==> src/rtl/core/vrts_pkg.sv <==
package vrts_pkg;

  localparam int unsigned MaxTasksDef   = 16;
  localparam logic [4:0]  PrioMax       = 5'd31;
  localparam logic [4:0]  PrioDefault   = 5'd16;
  localparam logic [5:0]  WeightBase    = 6'd40;
  localparam logic [5:0]  RtDivisor     = 6'd4;
  localparam logic [10:0] RtBonus       = 11'd1000;
  localparam logic [31:0] QuantumDef    = 32'd10;
  localparam logic [31:0] FirstNewId    = 32'd2;

  typedef enum logic [3:0] {
    KIND_TICK    = 4'd0,
    KIND_YIELD   = 4'd1,
    KIND_YIELD_P = 4'd2,
    KIND_CREATE  = 4'd3,
    KIND_KILL    = 4'd4,
    KIND_EXIT    = 4'd5,
    KIND_PRIO    = 4'd6,
    KIND_RT      = 4'd7,
    KIND_BOOST   = 4'd8,
    KIND_RESTORE = 4'd9
  } kind_e;

  typedef enum logic [1:0] {
    RS_READY   = 2'd0,
    RS_RUNNING = 2'd1,
    RS_DEAD    = 2'd2
  } run_state_e;

  typedef enum logic [3:0] {
    ST_IDLE, ST_DECODE, ST_PREP, ST_PICK, ST_FIN, ST_CMP, ST_CEND, ST_FIND,
    ST_APPLY, ST_DONE
  } ctrl_state_e;

  typedef enum logic [3:0] {
    OP_NONE, OP_LOAD, OP_PREP, OP_PICK, OP_FIN, OP_CMP, OP_CEND, OP_FIND, OP_APPLY
  } dp_op_e;

  typedef struct packed {
    logic       resched;
    logic       hit;
    logic [3:0] kind;
  } dp_status_t;

  function automatic logic [4:0] clamp_prio(input logic signed [6:0] raw);
    logic [4:0] v;
    v = raw[4:0];
    if (raw[6]) begin
      v = '0;
    end else if (raw[5]) begin
      v = PrioMax;
    end
    return v;
  endfunction

endpackage

==> src/rtl/core/vrts_ctrl.sv <==
module vrts_ctrl
  import vrts_pkg::*;
#(
  parameter int unsigned MAX_TASKS = MaxTasksDef
) (
  input  logic                             clk_i,
  input  logic                             rst_ni,
  input  logic                             start_i,
  input  dp_status_t                       status_i,
  input  logic [$clog2(MAX_TASKS+1)-1:0]   count_i,
  output dp_op_e                           op_o,
  output logic [$clog2(MAX_TASKS)-1:0]     idx_o,
  output logic                             busy_o,
  output logic                             done_o
);

  localparam int unsigned CW = $clog2(MAX_TASKS + 1);
  localparam int unsigned IW = $clog2(MAX_TASKS);

  ctrl_state_e     state_q, state_d;
  logic [CW-1:0]   k_q, k_d;
  logic            last;

  assign last = ((k_q + CW'(1)) == count_i);

  always_comb begin
    state_d = state_q;
    k_d     = k_q;
    unique case (state_q)
      ST_IDLE: begin
        if (start_i) begin
          state_d = ST_DECODE;
        end
      end
      ST_DECODE: begin
        k_d = '0;
        case (status_i.kind)
          KIND_YIELD, KIND_EXIT: state_d = ST_PREP;
          KIND_YIELD_P: state_d = status_i.resched ? ST_PREP : ST_APPLY;
          KIND_KILL, KIND_PRIO, KIND_RT, KIND_BOOST, KIND_RESTORE: state_d = ST_FIND;
          default: state_d = ST_APPLY;
        endcase
      end
      ST_PREP: state_d = ST_PICK;
      ST_PICK: begin
        k_d = k_q + CW'(1);
        if (last) begin
          state_d = ST_FIN;
        end
      end
      ST_FIN: begin
        k_d     = '0;
        state_d = ST_CMP;
      end
      ST_CMP: begin
        k_d = k_q + CW'(1);
        if (last) begin
          state_d = ST_CEND;
        end
      end
      ST_CEND: state_d = ST_DONE;
      ST_FIND: begin
        k_d = k_q + CW'(1);
        if (status_i.hit || last) begin
          state_d = ST_APPLY;
        end
      end
      ST_APPLY: state_d = ST_DONE;
      ST_DONE: state_d = ST_IDLE;
      default: state_d = ST_IDLE;
    endcase
  end

  always_comb begin
    op_o   = OP_NONE;
    busy_o = (state_q != ST_IDLE);
    done_o = (state_q == ST_DONE);
    idx_o  = k_q[IW-1:0];
    unique case (state_q)
      ST_IDLE:  op_o = start_i ? OP_LOAD : OP_NONE;
      ST_PREP:  op_o = OP_PREP;
      ST_PICK:  op_o = OP_PICK;
      ST_FIN:   op_o = OP_FIN;
      ST_CMP:   op_o = OP_CMP;
      ST_CEND:  op_o = OP_CEND;
      ST_FIND:  op_o = OP_FIND;
      ST_APPLY: op_o = OP_APPLY;
      default:  op_o = OP_NONE;
    endcase
  end

  always_ff @(posedge clk_i or negedge rst_ni) begin
    if (!rst_ni) begin
      state_q <= ST_IDLE;
      k_q     <= '0;
    end else begin
      state_q <= state_d;
      k_q     <= k_d;
    end
  end

endmodule

==> config.mk <==
export PLATFORM = sky130hd
export DESIGN_NAME = vrts_ctrl
export DESIGN_NICKNAME = d
export VERILOG_FILES = /design/src/rtl/core/vrts_pkg.sv /design/src/rtl/core/vrts_ctrl.sv
export SDC_FILE = /design/constraint.sdc
export NUM_CORES = 1
export LEC_CHECK = 0
export ABC_AREA = 1
export BUFFER_PORTS_ARGS = -buffer_cell sky130_fd_sc_hd__buf_2
export CAP_MARGIN = 25
export CORE_ASPECT_RATIO = 0.7
export CORE_MARGIN = 4
export CORE_UTILIZATION = 30
export DETAILED_ROUTE_END_ITERATION = 16
export HOLD_SLACK_MARGIN = 0.03
export SLEW_MARGIN = 30
export SYNTH_ARGS = -nofsm -noshare
export SYNTH_HDL_FRONTEND = slang
export SYNTH_SLANG_ARGS = --single-unit
export TNS_END_PERCENT = 5
==> constraint.sdc <==
create_clock -name clk_i -period 2.2 [get_ports clk_i]
set_input_delay 0.11 -clock clk_i [delete_from_list [all_inputs] [get_ports clk_i]]
set_output_delay 0.11 -clock clk_i [all_outputs]
set_load 0.01 [all_outputs]
=== After elaboration in Yosys (flattened, before gate mapping) ===
Index checks and enable logic that the tools add are counted.

* Flip-flop bits (word level): 9
* Word-level logic and storage cells: 45
* Input bits: 14

* Muxes and demuxes: 10
* Reduce and logical (&&, ||, !) cells: 10
* Equal/unequal tests: 22
* Add/sub/neg operators: 1

{| class="wikitable"
|+ Operators by type and width
! cell !! number
|-
| $pmux 4 s8 || 2
|-
| $eq 4x3->1 const B || 8
|-
| $mux 4 || 5
|-
| $eq 4x4->1 const B || 4
|-
| $eq 4x2->1 const B || 3
|-
| $pmux 4 s3 || 1
|-
| $pmux 5 s2 || 1
|-
| $eq 4x1->1 const B || 2
|-
| $ne 2x2->1 const B || 4
|-
| $reduce_or 2->1 || 3
|-
| $add 5x1->5 const B || 1
|-
| $eq 5x5->1 || 1
|-
| $reduce_or 5->1 || 1
|-
| $logic_not 4->1 || 1
|-
| $reduce_and 4->1 || 1
|-
| $reduce_bool 4->1 || 1
|-
| $reduce_or 3->1 || 1
|-
| $reduce_bool 2->1 || 1
|-
| $logic_or 1x1->1 || 1
|-
| $mux 1 || 1
|}

=== Depth between registers and ports, before layout ===
Gate-level depths: netlist (run 1).

* Word-level depth: 5
* Gate-level depth with buffers: 12
* Gate-level depth less buffers: 12

=== Worst setup path before layout (run 1) ===
No wires, ideal clock.

* Path type: reg-to-reg
* Start: register k_q[0]
* End: register state_q[2]
* Data arrival time: 1.381 ns
* Required time: 2.083 ns
* Cell stages (with the launch flop): 13
* Period minus slack after synthesis: 1.497 ns
* Setup time: 0.117 ns
* Path slack: 0.703 ns
* Cell sequence: dfrtp_1 ha_1 inv_1 nand2_1 nand2_1 nor2_1 nand3_1 nor2_2 nand3_2 nand2_2 nand2_2 nand2_1 nand2_1

* Word-level cells in the longest chain between the ends: 5
* Elaborated cells between the ends (all ways): 7
* Those cells by class: add/sub (1); eq/ne (4); reduce/logical (2)

{| class="wikitable"
|+ RTL lines
! what !! line !! source
|-
| start, declared || vrts_ctrl.sv:21 || <nowiki>logic [CW-1:0] k_q, k_d;</nowiki>
|-
| start signal, assigned || vrts_ctrl.sv:98 || <nowiki>k_q <= k_d;</nowiki>
|-
| $add 5x1->5 * || vrts_ctrl.sv:24 || <nowiki>assign last = ((k_q + CW'(1)) == count_i);</nowiki>
|-
| $eq 5x5->1 * || vrts_ctrl.sv:24 ||
|-
| $logic_or 1x1->1 || vrts_ctrl.sv:64 || <nowiki>if (status_i.hit || last) begin</nowiki>
|-
| $ne 2x2->1 (no line) || -- ||
|-
| $reduce_and 4->1 (no line) * || -- ||
|-
| end signal, assigned || vrts_ctrl.sv:97 || <nowiki>state_q <= state_d;</nowiki>
|-
| end, declared || vrts_ctrl.sv:20 || <nowiki>ctrl_state_e state_q, state_d;</nowiki>
|}

Mark *: on every way between the ends. The rest lies on a longest branch, timed or not.
A chain may end at the register's enable or synchronous reset.

=== Final worst setup path (run 1) ===
Same ends and word-level chain as after synthesis.

==> results of run 1 <==
[synthesized netlist by cell type (all sizes together)]
cell / instances
a21oi: 3
a22oi: 1
buf: 4
dfrtp: 9
ha: 1
inv: 26
nand2: 32
nand3: 12
nand3b: 1
nand4: 4
nor2: 12
nor3: 4
o21ai: 8
o22ai: 4
[area by class of cell]
class                   instances  area, um^2  area share, %
multi-input cells              82       407.9          44.17
repair buffers                 24       125.1          13.55
inverters                      26       97.59          10.57
flip-flops and latches          9       225.2          24.39
clock inverters                 1       5.005         0.5420
well taps                      32       40.04          4.336
clock buffers                   3       22.52          2.439
[cell usage in the layout (no fill, tap or decap), types with 2 or more instances in the layout]
cell type                  Yosys  layout
sky130_fd_sc_hd__nor3_1        2       2
sky130_fd_sc_hd__o21ai_1       2       2
sky130_fd_sc_hd__nand4_1       4       4
sky130_fd_sc_hd__o21ai_0       5       5
sky130_fd_sc_hd__nor2_1       11      11
sky130_fd_sc_hd__nand2_2       2       2
sky130_fd_sc_hd__a21oi_1       2       2
sky130_fd_sc_hd__nand3_1      11      11
sky130_fd_sc_hd__inv_1        24      24
sky130_fd_sc_hd__dfrtp_1       9       9
sky130_fd_sc_hd__nand2_1      30      30
sky130_fd_sc_hd__buf_2         0      23
sky130_fd_sc_hd__inv_2         2       2
sky130_fd_sc_hd__nor3_2        2       2
sky130_fd_sc_hd__o22ai_1       4       4
sky130_fd_sc_hd__clkbuf_4      0       3
[critical path, cell delays in order, from the launching register on]
cell                      delay (ns)
sky130_fd_sc_hd__dfrtp_1        0.43
sky130_fd_sc_hd__ha_1           0.33
sky130_fd_sc_hd__inv_1          0.05
sky130_fd_sc_hd__nand2_1        0.05
sky130_fd_sc_hd__nand2_1        0.04
sky130_fd_sc_hd__nor2_1         0.09
sky130_fd_sc_hd__nand3_1        0.09
sky130_fd_sc_hd__nor2_2         0.10
sky130_fd_sc_hd__nand3_2        0.09
sky130_fd_sc_hd__nand2_2        0.11
sky130_fd_sc_hd__nand2_2        0.07
sky130_fd_sc_hd__nand2_1        0.05
sky130_fd_sc_hd__nand2_1        0.04
[worst paths after layout]
| check | endpoint | cells past startpoint |
|---|---|---|
| worst max-delay path | state_q[2] | 12 |
| worst min-delay path | state_q[0] | 3 |
| worst max register to register | state_q[2] | 12 |
| worst min register to register | state_q[2] | 2 |
| min in group asynchronous | state_q[2] | 2 |
| max in group asynchronous | state_q[3] | 2 |
[metrics by stage]
step | util [%] | power (mW) | setup slack [ns]
floorplan | - | 0.6858 | 0.7029
global placement | 38.90 | 0.8474 | 0.6194
detailed placement | 38.90 | 0.8515 | 0.5583
CTS | 40.55 | 0.9813 | 0.5415
global route | 40.55 | 1.074 | 0.3573
finish | 40.55 | 0.9753 | 0.5390
[cell families (layout without fill, tap and decap cells)]
| group | Yosys count | count (layout) | share of synthesized area, % |
|---|---|---|---|
| compound gates | 16 | 16 | 12.50 |
| fa+ha+maj | 1 | 1 | 1.644 |
| buf+inv | 30 | 54 | 16.78 |
| flops | 9 | 9 | 29.61 |
| simple gates | 65 | 65 | 39.47 |
[what timing repair did]
| action | CTS | global route |
|---|---|---|
| endpoints found under the hold margin | 9 | 0 |
| hold buffers | 1 | 0 |
| gates resized for setup | 0 | 0 |
| setup endpoints to repair | 0 | 0 |
[metal layers]
layer	up-vias	part of all wire (%)	global-route usage [%]
met4	0	0.41	0.9901
met2	17	41	15.20
li1	435	-	-
met5	-	0	0
met3	2	5.9	4.241
met1	353	52	19.26
[power by group]
part	leakage [nW]	total [mW]	internal [mW]	switching, mW
Combinational	0.383	0.569	0.199	0.371
Sequential	0.119	0.284	0.214	0.0698
Clock	0.0177	0.122	0.0668	0.0553
[state kept, by name, summed over array words and instances, names as in the netlist]
register and cells:
state_q 4, k_q 5
==> flow_results.org, run 1 <==
** Critical path
- In this run the critical register-to-register path is launched from k_q[0].
- Category of the worst setup path capture point :: flop
- Critical path startpoint category :: flop
- The worst setup path is of the flop to flop kind.
- Crit path DAT :: 1.81 ns
- Crit path max fanout :: 6
- Required time of the critical path :: 2.35 ns
- For flop-to-flop paths, the worst setup slack is 0.54 ns.
- Critical path startpoint :: k_q[0]

** Place
- During placement, the flow inserted port buffers numbering 23.
- Post-place instance area :: 885.9 um^2
- The number of placed instances, taps included, is 172.
- HPWL reported at the end of detailed placement :: 1649 um
- Final weighted congestion in routability-driven placement :: 0.8361

** Drt
- The first detailed-routing pass ran for 4 iterations.
- DR WL/cell :: 11.07 um
- Detailed routing inserted a total of 807 vias.
- For this block, the routed nets add up to 1959 um of wire.
- For this run, design rule violations remaining after detail routing come to 0.
- The detail route stage leaves a number of antenna-violating nets equal to 0.
- Vias per Instance :: 4.559
- For this block, the initial DRC count from the detailed router was 28.

** STA
- After layout, the worst path uses 75.50% of the clock period.
- Min Clock Period, post-route :: 1.661 ns
- Clock skew :: 0.001806 ns
- The tightest hold path in the finished design has a slack of 0.2092 ns.
- At the pin with the least slew margin, the transition time is 0.5637 ns.
- Based on the critical path, the design can be clocked at up to 602.1 MHz.
- Setup repair after global routing missed its margin :: no
- Measured against its own limit, the worst slew margin works out to 62.02%.
- Setup violations remaining at the end of the flow were counted as 0.
- Number of hold-slack violations in the final timing report :: 0
- The max-slew violation count is 0.
- Setup total negative slack on the finished layout was measured at 0 ns.

** Die
- Core region area :: 0.002277 mm^2
- The die is 68.19 um wide.
- For this design the top-level I/O count stands at 24.
- For this configuration, the core starts out at a cell density of 33.41%.
- Floorplan row count :: 14
- The die covers 0.003418 mm^2.
- The floorplan step set the die height to 50.13 um.

** Synth
- Summing every instance area after synthesis gives 760.7 um^2.
- Number of warnings issued by yosys :: 0
- After synthesis, the largest area contributor takes up 29.61% of total cell area.
- sky130_fd_sc_hd__dfrtp_1 takes more of the synthesized area than any other cell.
- Number of instances in the synthesized netlist :: 121
- After synthesis, the cell types taking the most area are sky130_fd_sc_hd__dfrtp_1 30%, sky130_fd_sc_hd__nand2_1 15%, sky130_fd_sc_hd__inv_1 12%.
- In this run, synthesis produced a sequential element count of 9.
- Netlist cell types :: 22
- Averaged over all synthesized cells, the footprint is 6.287 um^2.
- Sequential-to-total area share from yosys stat :: 29.61%
- When the netlist entered floorplanning its net count stood at 136.

** Power and ir drop
- Static Leakage :: 0.5195 nW
- VDD IR max :: 0.0006290 V
- Power density of the placed cells :: 1056 mW/mm^2

** Min path
- The startpoint identified for the worst hold timing path is start_i.
- In this run the worst hold path is classified as input pin to flop.

** CTS
- Number of sinks on the clock net :: 9
- TritonCTS built the clock tree.
- In this run the deepest clock path goes through 2 buffers.
- Post-CTS Setup Repair Bufs :: 0
- Clock slew seen by the registers of the worst setup and hold paths :: 0.06 ns
- Clock root buffer master :: sky130_fd_sc_hd__clkbuf_4
- Buffers inserted during clock tree synthesis total 3.
- The later pin in the worst-skew pair is clocked with a latency of 0.25 ns.
- CTS built an H-tree with a depth of 1.

** Run status
- Result of the run :: complete, no violations

** Global routing
- All-Layer GR Usage :: 11.88%
- The number of global-route vias before repair is 690.
- Largest net degree at the start of global routing :: 10
- The first global-routing pass estimated 3049 um of wire.
- The initial antenna violation count came to 0.
- Global routing finished with a remaining overflow of 0.

** Finish
- Post-layout instance count excluding filler cells :: 177
- Of the cells placed in the final design, the portion with a size suffix greater than 1 is 25.52%.
- Final instance area :: 923.4 um^2
- Relative to the synthesized area, the layout overhead comes to 21.38%.
- Nets :: 161
- The layout has 267 filler cells.
- 0 antenna diodes ended up in the layout.

** Job
- Max cap viols :: 0
(Power assumes the default switching activity.)
==> run 2: changes to the inputs <==
==> constraint.sdc (replaced) <==
create_clock -name clk_i -period 1.6 [get_ports clk_i]
set_input_delay 0.08 -clock clk_i [delete_from_list [all_inputs] [get_ports clk_i]]
set_output_delay 0.08 -clock clk_i [all_outputs]
set_load 0.01 [all_outputs]
==> run 2 against run 1 <==
  * Wire length increased by 6.0%
  * Critical path depth unchanged
  * Utilization increased by 2.1 points
  * Highest routed layer unchanged
==> flow_results.org, run 2 (synthesized netlist as in run 1, its figures left out) <==
** Power and ir drop
- Power density of the placed cells :: 1487 mW/mm^2
- In this run the static leakage power is 0.5346 nW.
- Sequential share of power :: 25.7%
- Power share of the clock group :: 12.6%
- Cell internal power was estimated by the tool at 716.4 uW.
- In this run the power spent charging and discharging nets is 727.1 uW.
- Net switching is 50.37% of the power.
- IR analysis of the VDD net gives a maximum drop of 0.0006808 V.
- Part of the power in combinational logic :: 61.7%

** Drt
- Dividing the detail-routed wire length by the instance count gives 11.53 um.
- The routed design has 2076 um of wire.
- Once detail routing completed, the nets flagged for antenna violations numbered 0.
- Vias per Instance :: 4.700
- The first detailed-routing pass ran for 4 iterations.
- In the routed design, unresolved DRC markers number 0.
- The detailed router finished its first iteration with 36 violations.
- Detailed routing inserted a total of 846 vias.

** Place
- Detailed placement finished with a half-perimeter wire length of 1674 um.
- At the placement stage, the worst setup path has a slack of 0.02889 ns.
- Final weighted congestion in routability-driven placement :: 0.8128
- Input and output buffers added on the ports amount to 23.

** Critical path
- Slack of the worst reg-to-reg path :: 0.02 ns
- For the worst setup path, the data arrival time is 1.74 ns.
- The cell that appears most often on the critical path is sky130_fd_sc_hd__nand2_1.
- Setup crit end :: state_q[2]
- Along the worst path, the maximum fanout reaches 4.
- Among all stages on the critical path, the largest delay is contributed by sky130_fd_sc_hd__dfrtp_1.
- The worst register-to-register path has a depth of 12.
- The critical path runs through a total of 12 cells.
- R2R Path Start :: k_q[0]
- Capture point of the worst reg-to-reg path :: state_q[2]
- The cell family contributing the most delay on the critical path is simple AND/OR/NAND/NOR gates.
- The worst setup path is captured at a flop.
- Walking the worst path, the cells encountered are ha_4, inv_2, nand2_1, nand2_1, nor2_2, nand3_1, nor2_2, nand3_2, nand2_2, nand2_2, nand2_1, nand2_1.
- Critical path startpoint category :: flop
- The most critical setup path has its startpoint at k_q[0].
- For this run, the slowest stage of the critical path takes 0.41 ns.
- Required time of the critical path :: 1.76 ns
- The setup path with the least slack is of type flop to flop.
- Buf/Inv on CP :: 1

** CTS
- TritonCTS built the clock tree.
- Number of sinks on the clock net :: 9
- Clock slew seen by the registers of the worst setup and hold paths :: 0.07 ns
- The number of clock buffers added by TritonCTS is 3.
- The tree is rooted in a sky130_fd_sc_hd__clkbuf_4.
- Level count of the clock H-tree :: 1
- In this run the deepest clock path goes through 2 buffers.
- Clock latency on the worst-skew pair :: 0.27 ns
- In this run the post-CTS setup repair buffer count came out at 0.

** Finish
- The library cell used most frequently in the layout, excluding fill and tap cells, is sky130_fd_sc_hd__nand2_1.
- The library cells used most frequently in the layout, excluding fill and tap cells, are 29 x sky130_fd_sc_hd__nand2_1, 23 x sky130_fd_sc_hd__inv_1, 23 x sky130_fd_sc_hd__buf_2, 11 x sky130_fd_sc_hd__nand3_1.
- The register with the most flip-flops in the layout has 5 of them.
- Number of filler instances in the final layout :: 253
- 0 antenna diodes ended up in the layout.
- Fraction of final layout cells sized beyond drive strength 1 :: 31.08%
- In the final layout, the registers with the most flip-flops are k_q x5, state_q x4.
- In the final design database the tool counted 164 nets.
- Layout-stage area growth over the synthesis result :: 27.63%
- Register name with the most flops :: k_q

** Global routing
- The first global-routing pass estimated 3325 um of wire.
- Entering global routing, the biggest net connects 10 pins.
- Aggregate global routing overflow :: 0
- The initial antenna violation count came to 0.
- Global routing used 12.85% of the available tracks.
- Vias in the first global route :: 753

** Die
- The floorplan has 14 rows.
- Die W :: 68.19 um
- Starting utilization of the core area :: 33.41%
- In this run the vertical extent of the chip is 50.13 um.
- Core region area :: 0.002277 mm^2
- Die footprint :: 0.003418 mm^2
- Pin placement for this block handled 24 I/O pins.

** STA
- The worst pin sits at a relative slew slack of 71.67%.
- Summed over all failing endpoints, the final setup total negative slack is 0 ns.
- Clock skew :: 0.0003317 ns
- Min Clock Period, post-route :: 1.575 ns
- The max-slew violation count came to 0.
- Setup violations remaining at the end of the flow were counted as 0.
- The worst path meets setup with 0.02484 ns of slack.
- Max Fclk :: 634.9 MHz
- For the pin with the worst max-slew slack, the measured transition is 0.4221 ns.
- The number of failing hold endpoints at the final stage was 0.
- Setup repair after global routing could not meet its margin everywhere.
- Fin crit share :: 98.45%

** Job
- Across the run, the number of max-cap violations was 0.

** Run status
- The run finished with clean final reports.

** Min path
- Worst hold-check path type :: input pin to flop
-- run 2: cell types whose count changed in the layout (fill, tap and decap cells not counted), sizes merged --
| cell | previous run | this run |
|---|---|---|
| buf | 23 | 26 |
-- run 2: layer usage --
layer  up-vias  part of all wire (%)  routed length, um  track usage, %
met5         -                     0                  0               0
met4         0                  0.39                  8           1.980
met3         2                   6.6                137           5.134
met2        31                    45                941           17.76
met1       375                    48                988           19.02
li1        438                     -                  -               -
-- run 2: power by group through the flow --
stage / Sequential (mW) / Clock [mW] / Combinational, mW
final: 0.371 / 0.183 / 0.890
after detailed placement: 0.362 / 0 / 0.844
after floorplan: 0.365 / 0 / 0.578
after global placement: 0.362 / 0 / 0.841
after global routing: 0.378 / 0.201 / 0.991
after CTS: 0.358 / 0.187 / 0.850
-- run 2: worst register-to-register path: stages (launching register included) --
cell                      delay [ns]
sky130_fd_sc_hd__dfrtp_1        0.41
sky130_fd_sc_hd__ha_4           0.28
sky130_fd_sc_hd__inv_2          0.03
sky130_fd_sc_hd__nand2_1        0.04
sky130_fd_sc_hd__nand2_1        0.06
sky130_fd_sc_hd__nor2_2         0.10
sky130_fd_sc_hd__nand3_1        0.10
sky130_fd_sc_hd__nor2_2         0.10
sky130_fd_sc_hd__nand3_2        0.09
sky130_fd_sc_hd__nand2_2        0.10
sky130_fd_sc_hd__nand2_2        0.06
sky130_fd_sc_hd__nand2_1        0.05
sky130_fd_sc_hd__nand2_1        0.04
-- run 2: metrics by stage --
stage / power (mW) / util (%) / instance area [um^2] / std cells / hold WS (ns)
2_1_floorplan: 0.9429 / - / 760.7 / 121 / -0.2156
4_1_cts: 1.395 / 41.54 / 945.9 / 180 / 0.1454
3_3_place_gp: 1.203 / 39.89 / 908.4 / 175 / -0.05349
5_1_grt: 1.570 / 42.64 / 970.9 / 180 / 0.1821
3_5_place_dp: 1.206 / 39.89 / 908.4 / 175 / -0.05110
6_report: 1.444 / 42.64 / 970.9 / 180 / 0.1466
-- run 2: final cells by class --
type	count	area, um^2	share of cell area, %
timing repair buffer	27	147.6	15.21
multi-input combinational	82	432.9	44.59
inverter	26	97.59	10.05
sequential	9	225.2	23.20
clock inverter	1	5.005	0.5155
clock buffer	3	22.52	2.320
tap	32	40.04	4.124
-- run 2: what timing repair did --
item | CTS | global route
hold buffers | 1 | 0
hold endpoints to repair | 9 | 0
endpoints found under the setup margin | 0 | 7
gates resized for setup | 0 | 7
-- run 2: worst min-delay path by stage --
| stage | start | to | slack [ns] | cells past startpoint |
|---|---|---|---|---|
| 5_1_grt | start_i | state_q[0] | 0.18 | 3 |
| 4_1_cts | start_i | state_q[0] | 0.15 | 3 |
| 2_1_floorplan | rst_ni | k_q[0] | -0.22 | 0 |
| 6_report | start_i | state_q[0] | 0.15 | 3 |
| 3_3_place_gp | rst_ni | k_q[0] | -0.05 | 1 |
| 3_5_place_dp | rst_ni | k_q[0] | -0.05 | 1 |
